$ cat src/rtl/core/cdre_pkg.sv
package cdre_pkg;

    // Default number of chroma cluster centres.
    localparam int CLUSTERS_DEF = 3;

    // Configuration port geometry: two registers per cluster centre.
    localparam int CFG_IDX_W       = 3;
    localparam int CFG_DATA_W      = 8;
    localparam int CFG_PER_CLUSTER = 2;
    localparam int CFG_CB_OFS      = 0;
    localparam int CFG_CR_OFS      = 1;
    localparam logic [CFG_DATA_W-1:0] CENTER_RESET = 8'd128;

    // Byte stream constants.
    localparam int BYTE_W      = 8;
    localparam int RUN_W       = 6;
    localparam int MAX_RESULTS = 3;
    localparam logic [RUN_W-1:0]  RUN_MAX = 6'd63;
    localparam logic [BYTE_W-1:0] RUN_TAG = 8'hC0;

    // Saturation limits of a chroma difference, and the bias of its code.
    localparam logic signed [8:0] DELTA_MAX  = 9'sd3;
    localparam logic signed [8:0] DELTA_MIN  = -9'sd4;
    localparam logic [2:0]        DELTA_BIAS = 3'd3;

    // One classified pixel.
    typedef struct packed {
        logic        background;
        logic [1:0]  cluster;
        logic [7:0]  luma;
        logic [7:0]  chroma_blue;
        logic [7:0]  chroma_red;
        logic        end_of_image;
    } t_pixel;

    // Bytes caused by one pixel; byte 0 goes out first.
    typedef struct packed {
        logic [1:0]                          count;
        logic [MAX_RESULTS-1:0][BYTE_W-1:0] bytes;
    } t_result;

    // Saturated chroma difference, coded as bias minus difference.
    function automatic logic [2:0] delta_code(input logic [7:0] pix,
                                              input logic [7:0] centre);
        logic signed [8:0] d;
        d = $signed({1'b0, pix}) - $signed({1'b0, centre});
        if (d > DELTA_MAX) begin
            d = DELTA_MAX;
        end else if (d < DELTA_MIN) begin
            d = DELTA_MIN;
        end
        return DELTA_BIAS - d[2:0];
    endfunction

endpackage

$ cat src/rtl/core/cdre_pix_if.sv
interface cdre_pix_if;
    logic       valid;
    logic       ready;
    logic       background;
    logic [1:0] cluster;
    logic [7:0] luma;
    logic [7:0] chroma_blue;
    logic [7:0] chroma_red;
    logic       end_of_image;

    modport source (
        output valid, background, cluster, luma, chroma_blue, chroma_red, end_of_image,
        input  ready
    );
    modport sink (
        input  valid, background, cluster, luma, chroma_blue, chroma_red, end_of_image,
        output ready
    );
endinterface

$ cat src/rtl/core/cdre_byte_if.sv
interface cdre_byte_if;
    logic       valid;
    logic       ready;
    logic [7:0] out_byte;
    logic       last_of_item;

    modport source (
        output valid, out_byte, last_of_item,
        input  ready
    );
    modport sink (
        input  valid, out_byte, last_of_item,
        output ready
    );
endinterface

$ cat src/rtl/core/cdre_cfg_regs.sv
module cdre_cfg_regs #(
    parameter int CLUSTERS = cdre_pkg::CLUSTERS_DEF
) (
    input  logic                           i_clk,
    input  logic                           i_rst_n,
    input  logic                           i_cfg_we,
    input  logic [cdre_pkg::CFG_IDX_W-1:0] i_cfg_index,
    input  logic [cdre_pkg::CFG_DATA_W-1:0] i_cfg_data,
    output logic [cdre_pkg::CFG_DATA_W-1:0] o_center_cb [CLUSTERS],
    output logic [cdre_pkg::CFG_DATA_W-1:0] o_center_cr [CLUSTERS]
);
    import cdre_pkg::*;

    logic [CFG_DATA_W-1:0] r_center_cb [CLUSTERS];
    logic [CFG_DATA_W-1:0] r_center_cr [CLUSTERS];

    // Register file: each centre has a Cb and a Cr register; other indexes are dropped.
    always_ff @(posedge i_clk) begin
        for (int c = 0; c < CLUSTERS; c++) begin
            if (!i_rst_n) begin
                r_center_cb[c] <= CENTER_RESET;
                r_center_cr[c] <= CENTER_RESET;
            end else if (i_cfg_we) begin
                if (i_cfg_index == CFG_IDX_W'(CFG_PER_CLUSTER * c + CFG_CB_OFS)) begin
                    r_center_cb[c] <= i_cfg_data;
                end
                if (i_cfg_index == CFG_IDX_W'(CFG_PER_CLUSTER * c + CFG_CR_OFS)) begin
                    r_center_cr[c] <= i_cfg_data;
                end
            end
        end
    end

    assign o_center_cb = r_center_cb;
    assign o_center_cr = r_center_cr;

endmodule

$ cat src/rtl/core/cdre_in_reg.sv
module cdre_in_reg (
    input  logic              i_clk,
    input  logic              i_rst_n,
    cdre_pix_if.sink          i_pix,
    input  logic              i_take,
    output logic              o_valid,
    output cdre_pkg::t_pixel  o_pixel
);
    import cdre_pkg::*;

    logic   r_valid;
    t_pixel r_pixel;

    // The register is free when empty or when its pixel moves on this cycle.
    assign i_pix.ready = !r_valid || i_take;

    always_ff @(posedge i_clk) begin
        if (!i_rst_n) begin
            r_valid <= 1'b0;
        end else if (i_pix.ready) begin
            r_valid <= i_pix.valid;
        end
    end

    // Payload is captured on every transfer.
    always_ff @(posedge i_clk) begin
        if (i_pix.valid && i_pix.ready) begin
            r_pixel.background   <= i_pix.background;
            r_pixel.cluster      <= i_pix.cluster;
            r_pixel.luma         <= i_pix.luma;
            r_pixel.chroma_blue  <= i_pix.chroma_blue;
            r_pixel.chroma_red   <= i_pix.chroma_red;
            r_pixel.end_of_image <= i_pix.end_of_image;
        end
    end

    assign o_valid = r_valid;
    assign o_pixel = r_pixel;

endmodule

$ cat src/rtl/core/cdre_encode.sv
module cdre_encode #(
    parameter int CLUSTERS = cdre_pkg::CLUSTERS_DEF
) (
    input  logic                            i_clk,
    input  logic                            i_rst_n,
    input  logic                            i_take,
    input  cdre_pkg::t_pixel                i_pixel,
    input  logic [cdre_pkg::CFG_DATA_W-1:0] i_center_cb [CLUSTERS],
    input  logic [cdre_pkg::CFG_DATA_W-1:0] i_center_cr [CLUSTERS],
    output cdre_pkg::t_result               o_result
);
    import cdre_pkg::*;

    localparam int CW = (CLUSTERS > 1) ? $clog2(CLUSTERS) : 1;

    logic [RUN_W-1:0]  r_run;
    logic [RUN_W-1:0]  n_run;
    logic [RUN_W-1:0]  run_inc;
    logic [1:0]        cl_sat;
    logic [CW-1:0]     cl_sel;
    logic [BYTE_W-1:0] first_byte;
    logic [BYTE_W-1:0] run_byte;
    logic [BYTE_W-1:0] inc_byte;
    t_result           result;

    // An index beyond the last centre is clamped to the last centre.
    assign cl_sat = (i_pixel.cluster >= 2'(CLUSTERS)) ? 2'(CLUSTERS - 1) : i_pixel.cluster;
    assign cl_sel = cl_sat[CW-1:0];

    assign first_byte = {cl_sat,
                         delta_code(i_pixel.chroma_blue, i_center_cb[cl_sel]),
                         delta_code(i_pixel.chroma_red,  i_center_cr[cl_sel])};
    assign run_inc    = r_run + 6'd1;
    assign run_byte   = RUN_TAG | {2'b00, r_run};
    assign inc_byte   = RUN_TAG | {2'b00, run_inc};

    // Byte list and next run count for the pixel in the input register.
    always_comb begin
        n_run          = r_run;
        result.count   = 2'd0;
        result.bytes   = '0;
        if (i_pixel.background) begin
            if (run_inc == RUN_MAX) begin
                result.bytes[0] = RUN_TAG | {2'b00, RUN_MAX};
                result.count    = 2'd1;
                n_run           = '0;
            end else if (i_pixel.end_of_image) begin
                result.bytes[0] = inc_byte;
                result.count    = 2'd1;
                n_run           = '0;
            end else begin
                n_run = run_inc;
            end
        end else begin
            n_run = '0;
            if (r_run != '0) begin
                result.bytes[0] = run_byte;
                result.bytes[1] = first_byte;
                result.bytes[2] = i_pixel.luma;
                result.count    = 2'd3;
            end else begin
                result.bytes[0] = first_byte;
                result.bytes[1] = i_pixel.luma;
                result.count    = 2'd2;
            end
        end
    end

    // The run count advances once per pixel handed to the output stage.
    always_ff @(posedge i_clk) begin
        if (!i_rst_n) begin
            r_run <= '0;
        end else if (i_take) begin
            r_run <= n_run;
        end
    end

    assign o_result = result;

endmodule

$ cat src/rtl/core/cdre_out_buf.sv
module cdre_out_buf (
    input  logic               i_clk,
    input  logic               i_rst_n,
    input  logic               i_valid,
    input  cdre_pkg::t_result  i_result,
    output logic               o_take,
    cdre_byte_if.source        o_byte
);
    import cdre_pkg::*;

    logic [1:0]                          r_count;
    logic [MAX_RESULTS-1:0][BYTE_W-1:0] r_bytes;
    logic                                xfer;

    assign xfer = (r_count != 2'd0) && o_byte.ready;

    // A new pixel's bytes load once the last pending byte is gone or leaves now.
    assign o_take = i_valid && ((r_count == 2'd0) || ((r_count == 2'd1) && o_byte.ready));

    always_ff @(posedge i_clk) begin
        if (!i_rst_n) begin
            r_count <= 2'd0;
        end else if (o_take) begin
            r_count <= i_result.count;
        end else if (xfer) begin
            r_count <= r_count - 2'd1;
        end
    end

    // Bytes shift toward slot 0 as each one is transferred.
    always_ff @(posedge i_clk) begin
        if (o_take) begin
            r_bytes <= i_result.bytes;
        end else if (xfer) begin
            r_bytes <= {{BYTE_W{1'b0}}, r_bytes[MAX_RESULTS-1:1]};
        end
    end

    assign o_byte.valid        = (r_count != 2'd0);
    assign o_byte.out_byte     = r_bytes[0];
    assign o_byte.last_of_item = (r_count == 2'd1);

endmodule

$ cat src/rtl/core/cluster_delta_run_encoder.sv
// Cluster delta run encoder.
// Pixels arrive on i_pix (valid/ready); the compressed stream leaves on o_byte,
// one byte per transfer, with last_of_item set on the final byte a pixel causes.
// Background pixels are counted and sent as one run byte when the count reaches
// 63, before a cluster pixel, or at end of image. A cluster pixel sends an index
// and chroma delta byte followed by its luma byte.
// Cluster centres are written through i_cfg_we/i_cfg_index/i_cfg_data; index 2c
// holds Cb and 2c+1 holds Cr of centre c. The user must write them only while the
// block is idle; the block itself does not enforce this. A pixel passes through the
// input register and then the output register before its first byte is valid.
// Throughput: one pixel per cycle while the output register is empty and pixels
// cause no byte; a pixel that causes bytes holds the output register until its
// last byte leaves, and the next pixel's bytes load as that last byte goes. The
// output register and its byte count set this pace.
// Reset clears the run count, empties both stages and sets every centre to 128.
// When the receiver stalls, the current byte holds, the input register fills and
// then ready drops; nothing is lost.
module cluster_delta_run_encoder #(
    parameter int CLUSTERS = cdre_pkg::CLUSTERS_DEF
) (
    input  logic                            i_clk,
    input  logic                            i_rst_n,
    input  logic                            i_cfg_we,
    input  logic [cdre_pkg::CFG_IDX_W-1:0]  i_cfg_index,
    input  logic [cdre_pkg::CFG_DATA_W-1:0] i_cfg_data,
    cdre_pix_if.sink                        i_pix,
    cdre_byte_if.source                     o_byte
);
    import cdre_pkg::*;

    logic [CFG_DATA_W-1:0] center_cb [CLUSTERS];
    logic [CFG_DATA_W-1:0] center_cr [CLUSTERS];
    logic                  pix_valid;
    t_pixel                pix;
    logic                  take;
    t_result               result;

    cdre_cfg_regs #(
        .CLUSTERS (CLUSTERS)
    ) u_cfg (
        .i_clk       (i_clk),
        .i_rst_n     (i_rst_n),
        .i_cfg_we    (i_cfg_we),
        .i_cfg_index (i_cfg_index),
        .i_cfg_data  (i_cfg_data),
        .o_center_cb (center_cb),
        .o_center_cr (center_cr)
    );

    cdre_in_reg u_in (
        .i_clk   (i_clk),
        .i_rst_n (i_rst_n),
        .i_pix   (i_pix),
        .i_take  (take),
        .o_valid (pix_valid),
        .o_pixel (pix)
    );

    cdre_encode #(
        .CLUSTERS (CLUSTERS)
    ) u_enc (
        .i_clk       (i_clk),
        .i_rst_n     (i_rst_n),
        .i_take      (take),
        .i_pixel     (pix),
        .i_center_cb (center_cb),
        .i_center_cr (center_cr),
        .o_result    (result)
    );

    cdre_out_buf u_out (
        .i_clk    (i_clk),
        .i_rst_n  (i_rst_n),
        .i_valid  (pix_valid),
        .i_result (result),
        .o_take   (take),
        .o_byte   (o_byte)
    );

endmodule

$ cat src/flat_wrapper.sv
// flat-port wrapper written by rule: the top's interface ports become plain ports
module cluster_delta_run_encoder_flat import cdre_pkg::*;
#(
    parameter int CLUSTERS = cdre_pkg::CLUSTERS_DEF
)
  (i_clk, i_rst_n, i_cfg_we, i_cfg_index, i_cfg_data, i_pix_valid, i_pix_background, i_pix_cluster, i_pix_luma, i_pix_chroma_blue, i_pix_chroma_red, i_pix_end_of_image, i_pix_ready, o_byte_valid, o_byte_out_byte, o_byte_last_of_item, o_byte_ready);
  cdre_pix_if i_pix_i ();
  cdre_byte_if o_byte_i ();
  input  logic i_clk;
  input  logic i_rst_n;
  input  logic i_cfg_we;
  input  logic [cdre_pkg::CFG_IDX_W-1:0] i_cfg_index;
  input  logic [cdre_pkg::CFG_DATA_W-1:0] i_cfg_data;
  input wire logic [$bits(i_pix_i.valid)-1:0] i_pix_valid;
  input wire logic [$bits(i_pix_i.background)-1:0] i_pix_background;
  input wire logic [$bits(i_pix_i.cluster)-1:0] i_pix_cluster;
  input wire logic [$bits(i_pix_i.luma)-1:0] i_pix_luma;
  input wire logic [$bits(i_pix_i.chroma_blue)-1:0] i_pix_chroma_blue;
  input wire logic [$bits(i_pix_i.chroma_red)-1:0] i_pix_chroma_red;
  input wire logic [$bits(i_pix_i.end_of_image)-1:0] i_pix_end_of_image;
  output wire logic [$bits(i_pix_i.ready)-1:0] i_pix_ready;
  output wire logic [$bits(o_byte_i.valid)-1:0] o_byte_valid;
  output wire logic [$bits(o_byte_i.out_byte)-1:0] o_byte_out_byte;
  output wire logic [$bits(o_byte_i.last_of_item)-1:0] o_byte_last_of_item;
  input wire logic [$bits(o_byte_i.ready)-1:0] o_byte_ready;
  assign i_pix_i.valid = i_pix_valid;
  assign i_pix_i.background = i_pix_background;
  assign i_pix_i.cluster = i_pix_cluster;
  assign i_pix_i.luma = i_pix_luma;
  assign i_pix_i.chroma_blue = i_pix_chroma_blue;
  assign i_pix_i.chroma_red = i_pix_chroma_red;
  assign i_pix_i.end_of_image = i_pix_end_of_image;
  assign i_pix_ready = i_pix_i.ready;
  assign o_byte_valid = o_byte_i.valid;
  assign o_byte_out_byte = o_byte_i.out_byte;
  assign o_byte_last_of_item = o_byte_i.last_of_item;
  assign o_byte_i.ready = o_byte_ready;
  cluster_delta_run_encoder #(.CLUSTERS(CLUSTERS)) u_core (.i_clk(i_clk), .i_rst_n(i_rst_n), .i_cfg_we(i_cfg_we), .i_cfg_index(i_cfg_index), .i_cfg_data(i_cfg_data), .i_pix(i_pix_i), .o_byte(o_byte_i));
endmodule
$ cat config.mk
export PLATFORM = sky130hd
export DESIGN_NAME = cluster_delta_run_encoder_flat
export DESIGN_NICKNAME = d
export VERILOG_FILES = /design/src/rtl/core/cdre_pkg.sv /design/src/rtl/core/cdre_pix_if.sv /design/src/rtl/core/cdre_byte_if.sv /design/src/rtl/core/cdre_cfg_regs.sv /design/src/rtl/core/cdre_in_reg.sv /design/src/rtl/core/cdre_encode.sv /design/src/rtl/core/cdre_out_buf.sv /design/src/rtl/core/cluster_delta_run_encoder.sv /design/src/flat_wrapper.sv
export SDC_FILE = /design/constraint.sdc
export NUM_CORES = 1
export LEC_CHECK = 0
export BUFFER_PORTS_ARGS = -buffer_cell sky130_fd_sc_hd__buf_2
export CORE_MARGIN = 2
export CORE_UTILIZATION = 50
export DETAILED_ROUTE_END_ITERATION = 7
export GPL_TIMING_DRIVEN = 1
export PLACE_DENSITY = 0.68
export SLEW_MARGIN = 20
export SYNTH_ARGS = -nofsm -noshare
export SYNTH_HDL_FRONTEND = slang
export SYNTH_SLANG_ARGS = --single-unit
export TNS_END_PERCENT = 1
$ cat constraint.sdc
create_clock -name i_clk -period 3.85 [get_ports i_clk]
set_input_delay 0.385 -clock i_clk [delete_from_list [all_inputs] [get_ports i_clk]]
set_output_delay 0.385 -clock i_clk [all_outputs]
set_load 0.1 [all_outputs]
# Yosys cells after proc, flatten, opt, wreduce, memory -nomap -nowiden
# Index checks and enable logic that the tools add are counted.
[word_totals] in_bits=44 out_inout_bits=11 regBits=109 wordCells=84
[classes] n_eq_ne=7 reduce_logical=18 bitwise_logic=1 magnitude_cmp=6 add_sub_neg=6 mux=28
[op_table] cell="8-bit two-way mux" count=8
[op_table] cell="24-bit two-way mux" count=2
[op_table] cell="8-bit binary-select mux with 2-bit select" count=2
[op_table] cell="16-bit two-way mux" count=2
[op_table] cell="9-bit by 3-bit greater-than comparator with 1-bit output, second input constant" count=2
[op_table] cell="9-bit by 3-bit less-than comparator with 1-bit output, second input constant" count=2
[op_table] cell="6-bit two-way mux" count=3
[op_table] cell="8-bit by 8-bit subtractor with 9-bit output" count=2
[op_table] cell="3-bit two-way mux" count=4
[op_table] cell="2-bit AND reduction" count=6
[op_table] cell="2-bit two-way mux" count=4
[op_table] cell="6-bit by 1-bit adder with 6-bit output, second input constant" count=1
[op_table] cell="3-bit by 2-bit equality test with 1-bit output, second input constant" count=2
[op_table] cell="3-bit equality test, second input constant" count=2
[op_table] cell="6-bit equality test, second input constant" count=1
[op_table] cell="6-bit nonzero test" count=1
[op_table] cell="2-bit by 3-bit subtractor with 3-bit output, first input constant" count=2
[op_table] cell="1-bit logical AND" count=4
[op_table] cell="2-bit nonzero test" count=2
[op_table] cell="3-bit by 1-bit equality test with 1-bit output, second input constant" count=1
[op_table] cell="3-bit >= comparator, second input constant" count=1
[op_table] cell="3-bit logical NOT" count=1
[op_table] cell="1-bit two-way mux" count=3
[op_table] cell="2-bit inverter with 3-bit output" count=1
[op_table] cell="6 further kinds" count=7

# Logic depth before layout (Yosys ltp)
[depth] word_depth=14 depth_mapped=14 mapped_depth_nobuf=12

# By module
# From an unflattened synthesis, not the netlist that was laid out.
[unflattened] hier_cells=569 hier_area_um2=5886.9
[by_module_without_submodules] mod="cdre_encode" seq_area_each_um2=120.1 instances=1 area_per_inst_um2=1975.6 cells_each=284
[by_module_without_submodules] mod="cdre_cfg_regs" seq_area_each_um2=960.9 instances=1 area_per_inst_um2=1790.5 cells_each=170
[by_module_without_submodules] mod="cdre_out_buf" seq_area_each_um2=760.7 instances=1 area_per_inst_um2=1222.4 cells_each=82
[by_module_without_submodules] mod="cdre_in_reg" seq_area_each_um2=860.8 instances=1 area_per_inst_um2=898.4 cells_each=33

# Worst setup path before layout
# OpenSTA, ideal clock, no wires.
[synth_timing] kind="register -> register" startpoint="register u_core.u_in.r_pixel (netlist bit u_core.u_in.o_pixel[25])" endpoint="register u_core.u_out.r_bytes (netlist bit u_core.u_out.o_byte.out_byte[4]) (data pin)" path_slack_ns=0.153 stages_incl_launch_ff=15 required_time_ns=3.583 arrival_time_ns=3.430 setup_ns=0.267 period_less_slack_ns=3.697 cell_sequence="edfxtp_1 > clkbuf_1 > clkbuf_1 > mux2i_1 > o21ai_0 > ha_1 > inv_1 > fa_1 > a21oi_1 > o31ai_1 > a21o_1 > xnor2_1 > or4b_1 > a2bb2oi_2 > o22ai_1"
[synth_via] elab_chain_cells=14 elab_cells_between_ends=15 classes_between="add/sub (2); order compare (3); mux (9); bitwise (1)"
[synth_lines] element="start, declared" line_no="cdre_in_reg.sv:12" text="t_pixel r_pixel;"
[synth_lines] element="2-bit >= comparator" line_no="cdre_encode.sv:27" text="assign cl_sat = (i_pixel.cluster >= 2'(CLUSTERS)) ? 2'(CLUSTERS - 1) : i_pixel.cluster;"
[synth_lines] element="2-bit two-way mux (*)" line_no="cdre_encode.sv:27"
[synth_lines] element="2-bit inverter with 3-bit output (implied by the code) (*)" line_no="cdre_encode.sv:31" text="delta_code(i_pixel.chroma_blue, i_center_cb[cl_sel]),"
[synth_lines] element="8-bit binary-select mux with 2-bit select (*)" line_no="cdre_encode.sv:31"
[synth_lines] element="8-bit two-way mux (implied by the code) (*) (2 in series)" line_no="cdre_encode.sv:31"
[synth_lines] element="8-bit by 8-bit subtractor with 9-bit output (*)" line_no="cdre_pkg.sv:46" text="d = $signed({1'b0, pix}) - $signed({1'b0, centre});"
[synth_lines] element="9-bit by 3-bit less-than comparator with 1-bit output" line_no="cdre_pkg.sv:49" text="end else if (d < DELTA_MIN) begin"
[synth_lines] element="3-bit two-way mux" line_no="cdre_pkg.sv:49"
[synth_lines] element="3-bit two-way mux (*)" line_no="cdre_pkg.sv:47" text="if (d > DELTA_MAX) begin"
[synth_lines] element="2-bit by 3-bit subtractor with 3-bit output (*)" line_no="cdre_pkg.sv:52" text="return DELTA_BIAS - d[2:0];"
[synth_lines] element="16-bit two-way mux (*)" line_no="cdre_encode.sv:56" text="if (r_run != '0) begin"
[synth_lines] element="8-bit two-way mux (*)" line_no="cdre_encode.sv:42" text="if (i_pixel.background) begin"
[synth_lines] element="24-bit two-way mux (*)" line_no="cdre_out_buf.sv:32" text="if (o_take) begin"
[synth_lines] element="end signal, assigned" line_no="cdre_out_buf.sv:33" text="r_bytes <= i_result.bytes;"
[synth_lines] element="end signal, assigned" line_no="cdre_out_buf.sv:35" text="r_bytes <= {{BYTE_W{1'b0}}, r_bytes[MAX_RESULTS-1:1]};"
[synth_lines] element="end, declared" line_no="cdre_out_buf.sv:12" text="logic [MAX_RESULTS-1:0][BYTE_W-1:0] r_bytes;"
# Mark *: on every way between the ends. The rest lies on a longest branch, timed or not. The select of a mux whose other input is x is not followed.
# A chain may end at the register's enable or synchronous reset.

# Final worst setup path
[layout_timing] startpoint="register u_core.u_in.r_pixel (netlist bit u_core.u_in.o_pixel[25])" endpoint="register u_core.u_out.r_bytes (netlist bit u_core.u_out.o_byte.out_byte[1]) (data pin)"
[layout_via] elab_chain_cells=14 elab_cells_between_ends=15 classes_between="add/sub (2); order compare (3); mux (9); bitwise (1)"
[layout_lines] element="2-bit >= comparator" line_no="cdre_encode.sv:27"
[layout_lines] element="2-bit two-way mux (*)" line_no="cdre_encode.sv:27"
[layout_lines] element="2-bit inverter with 3-bit output (implied by the code) (*)" line_no="cdre_encode.sv:32" text="delta_code(i_pixel.chroma_red, i_center_cr[cl_sel])};"
[layout_lines] element="8-bit binary-select mux with 2-bit select (*)" line_no="cdre_encode.sv:32"
[layout_lines] element="8-bit two-way mux (implied by the code) (*) (2 in series)" line_no="cdre_encode.sv:32"
[layout_lines] element="8-bit by 8-bit subtractor with 9-bit output (*)" line_no="cdre_pkg.sv:46"
[layout_lines] element="9-bit by 3-bit less-than comparator with 1-bit output" line_no="cdre_pkg.sv:49"
[layout_lines] element="3-bit two-way mux" line_no="cdre_pkg.sv:49"
[layout_lines] element="3-bit two-way mux (*)" line_no="cdre_pkg.sv:47"
[layout_lines] element="2-bit by 3-bit subtractor with 3-bit output (*)" line_no="cdre_pkg.sv:52"
[layout_lines] element="16-bit two-way mux (*)" line_no="cdre_encode.sv:56"
[layout_lines] element="8-bit two-way mux (*)" line_no="cdre_encode.sv:42"
[layout_lines] element="24-bit two-way mux (*)" line_no="cdre_out_buf.sv:32"
# Marked as above.

==> summary.txt <==
Timing
  – Slew Limit Fails: 0
  – Minimum clock period: 3.354 ns
  – Tcrit/Tclk final: 0.8712
  – Final hold slack: 0.1970 ns
  – RSZ-0062 raised after global routing: no
  – Worst-Margin Slew: 1.122 ns
  – Setup violators final: 0
  – Final Skew: 0.005704 ns
  – Setup WS post-layout: 0.4959 ns
  – Final Hold Viols: 0
  – Max transition margin: 0.2507
  – Peak Freq: 0.2981 GHz
  – Total Neg Setup Slack: 0 ns

Power and ir drop
  – Clk pwr share: 0.299
  – Comb pwr share: 0.246
  – Total Power: 3.072 mW
  – Cell Pwr Density: 490.3 nW/um^2
  – Leakage power: 2.361 nW
  – Worst vdd ir: 0.4393 mV
  – Int Power: 2.040 mW
  – Net Sw Frac: 0.3361
  – Reg power frac: 0.455
  – P_sw: 1.033 mW

Floorplanning
  – Die width: 110.3 um
  – Die footprint: 12,160 um^2
  – Core area: 10,940 um^2
  – IO Count: 55
  – Site Rows: 38
  – Die H: 110.3 um
  – Initial Utilization: 0.5165

Synthesis
  – Syn Area/Cell: 9.398 um^2
  – Yosys top cell area share: 0.2765
  – Synth cell count leaders: nand2_1, dfxtp_1, edfxtp_1
  – Sequential fraction of the synthesis area: 0.4785
  – Syn Nets: 670
  – Seq cells post-synth: 109
  – Yosys cell types: 54
  – Mapped Cells: 601
  – Largest area contributor in the netlist: edfxtp_1
  – Synth Flop Type: dfxtp_1
  – Post-synth ARST share: 0
  – Number of synthesis warnings: 0
  – Most numerous cell in the Yosys netlist: nand2_1
  – Synthesized area: 5648 um^2
  – EDFF count, synth: 52
  – Top cells by area, synth: edfxtp_1, dfxtp_1, nand2_1

Global routing
  – Initial antenna violation count: 0
  – Number of global-route vias before repair: 4,108
  – First-pass GRT wire length: 19,710 um
  – Gr usage total: 0.2135
  – Largest net degree at the start of global routing: 58
  – Grt total ovfl: 0

Setup path
  – CP required: 3.94 ns
  – Origin of the critical flop-to-flop path: u_core.u_in.o_pixel[25]
  – FF-to-FF setup slack: 0.50 ns
  – Setup CP Type: flip-flop to flip-flop
  – Type of origin of the critical path: flip-flop
  – Data arrival time at the worst-slack endpoint: 3.44 ns
  – Reg2reg end: u_core.u_out.o_byte.out_byte[1]
  – Max FO, Critical Path: 15
  – CP Capture Type: flip-flop
  – Reg2reg path depth: 13

Route
  – M1 WL: 5676 um
  – Residual DRC count: 0
  – Final wirelength: 12,330 um
  – Drt via density: 5.563
  – First-pass DRT Iterations: 4
  – WL/cell: 15.75 um
  – Routed Antenna Nets: 0
  – Met3 WL: 630 um
  – DRT iter0 DRCs: 259
  – Top sig layer: met4
  – Routed length on met2: 5839 um
  – Via count: 4,356

Layout
  – Diode count: 0
  – Final Core Density: 0.5730
  – Cell area after layout: 6266 um^2
  – Final Net Count: 707
  – Fillers: 981
  – Share of cells above drive strength 1: 0.1275
  – Synthesis-to-finish area growth: 10.94%
  – Non-Filler Instances: 783

Min path
  – Hold path cells: 1
  – HP Start: i_pix_chroma_blue[5]
  – Worst hold endpoint: u_core.u_in.o_pixel[14]
  – Hold Path Class: input pin to flip-flop

Clocking
  – Clk slew on worst S/H paths: 0.07 ns
  – # Post-CTS Setup Buffers: 0
  – H-tree Lvls: 3
  – Clock Tree Root: clkbuf_16
  – Sink Count: 109
  – Worst skew pair latency: 0.36 ns
  – CTS resizes: 0
  – Hold Buf Count CTS: 0
  – TritonCTS clock tree: done
  – CTS Buf Count: 9
  – Clk buf depth: 2

Placement
  – Total placed instance area: 5972 um^2
  – GP Congestion: 0.8527
  – # port buffers: 54
  – Placed cell count: 767
  – DP Worst Slack: 0.5864 ns
  – HPWL Detailed: 8801 um

Status
  – Status: finished clean

Flow run
  – Max-Cap Viols: 0
[cell families (layout without fill, tap and decap cells)]
| family | after synthesis | after routing | synth area share |
|---|---|---|---|
| flops | 109 | 109 | 0.4785 |
| fa+ha+maj | 25 | 25 | 0.05804 |
| simple gates | 227 | 227 | 0.1823 |
| mux | 21 | 21 | 0.03722 |
| buf+inv | 51 | 93 | 0.04009 |
| xor+xnor | 11 | 11 | 0.01706 |
| compound gates | 157 | 157 | 0.1868 |
[per-layer routing]
| metal | up-vias | track usage |
|---|---|---|
| li1 | 2191 | - |
| met2 | 122 | 0.3510 |
| met4 | 0 | 0.06161 |
| met1 | 2030 | 0.2767 |
| met5 | - | 0 |
| met3 | 13 | 0.05761 |
[power by group through the flow]
stage               clock network [mW]  registers (mW)  logic, mW
finish                           0.919            1.40      0.755
global route                     0.981            1.41      0.822
CTS                              0.942            1.40      0.757
detailed placement                   0            1.43      0.754
global placement                     0            1.42      0.736
floorplan                            0            1.41      0.629
[state kept, by name (all words and copies together), names as in the netlist]
name / cells
u_core.u_cfg.o_center_cb: 24
u_core.u_cfg.o_center_cr: 24
u_core.u_enc.r_run: 6
u_core.u_in.o_pixel: 28
u_core.u_in.o_valid: 1
u_core.u_out.o_byte.out_byte: 8
u_core.u_out.r_bytes: 16
u_core.u_out.r_count: 2
[cell type report]
class                   count  area (um^2)  area share
multi-input cells         441         2719      0.4339
inverters                  18        67.56     0.01078
clock inverters             5        41.29    0.006589
repair buffers             59        307.8     0.04912
flip-flops and latches    109         2703      0.4313
clock buffers              11        252.7     0.04034
well taps                 140        175.2     0.02796
[how the worst max path moves through the flow]
stage                                  startpoint                              end  slack (ns)  cells after the start
final                     u_core.u_in.o_pixel[25]  u_core.u_out.o_byte.out_byte[1]        0.50                     13
after floorplan           u_core.u_in.o_pixel[25]  u_core.u_out.o_byte.out_byte[4]        0.15                     14
after global routing      u_core.u_in.o_pixel[25]  u_core.u_out.o_byte.out_byte[4]        0.34                     11
after detailed placement  u_core.u_in.o_pixel[25]  u_core.u_out.o_byte.out_byte[4]        0.59                     11
after CTS                 u_core.u_in.o_pixel[25]  u_core.u_out.o_byte.out_byte[1]        0.57                     13
after global placement    u_core.u_in.o_pixel[25]  u_core.u_out.o_byte.out_byte[4]        0.67                     11
[cell usage in the layout, fill, tap and decap left out, drive strengths merged, types with 2 or more instances in the layout]
master,count
clkbuf,11
a221oi,2
clkinvlp,2
or4,2
nand3,15
o2111ai,3
o211ai,2
edfxtp,52
mux2i,21
a21boi,44
nand2,123
and3,3
a2bb2oi,2
a211oi,4
xor2,4
a21o,4
o21ai,31
inv,21
o31ai,3
dfxtp,57
a31oi,2
nor3,5
o21bai,2
nor2b,13
a32oi,2
and2,12
nor2,31
a21oi,40
nand2b,8
a22oi,6
a2111oi,2
buf,59
o22ai,2
o221ai,2
fa,2
nor3b,7
nor4,2
ha,23
xnor2,7
[critical path, stage by stage (launching register included)]
cell and delay [ns]:
edfxtp_1 0.39, buf_4 0.30, mux2i_1 0.22, o21ai_0 0.12, ha_1 0.20, inv_1 0.07
fa_1 0.27, a21oi_1 0.09, o21ai_0 0.27, a211oi_1 0.12, o21bai_1 0.38, o31ai_1 0.17
a21oi_1 0.30, o221ai_1 0.16
(Power assumes the default switching activity.)
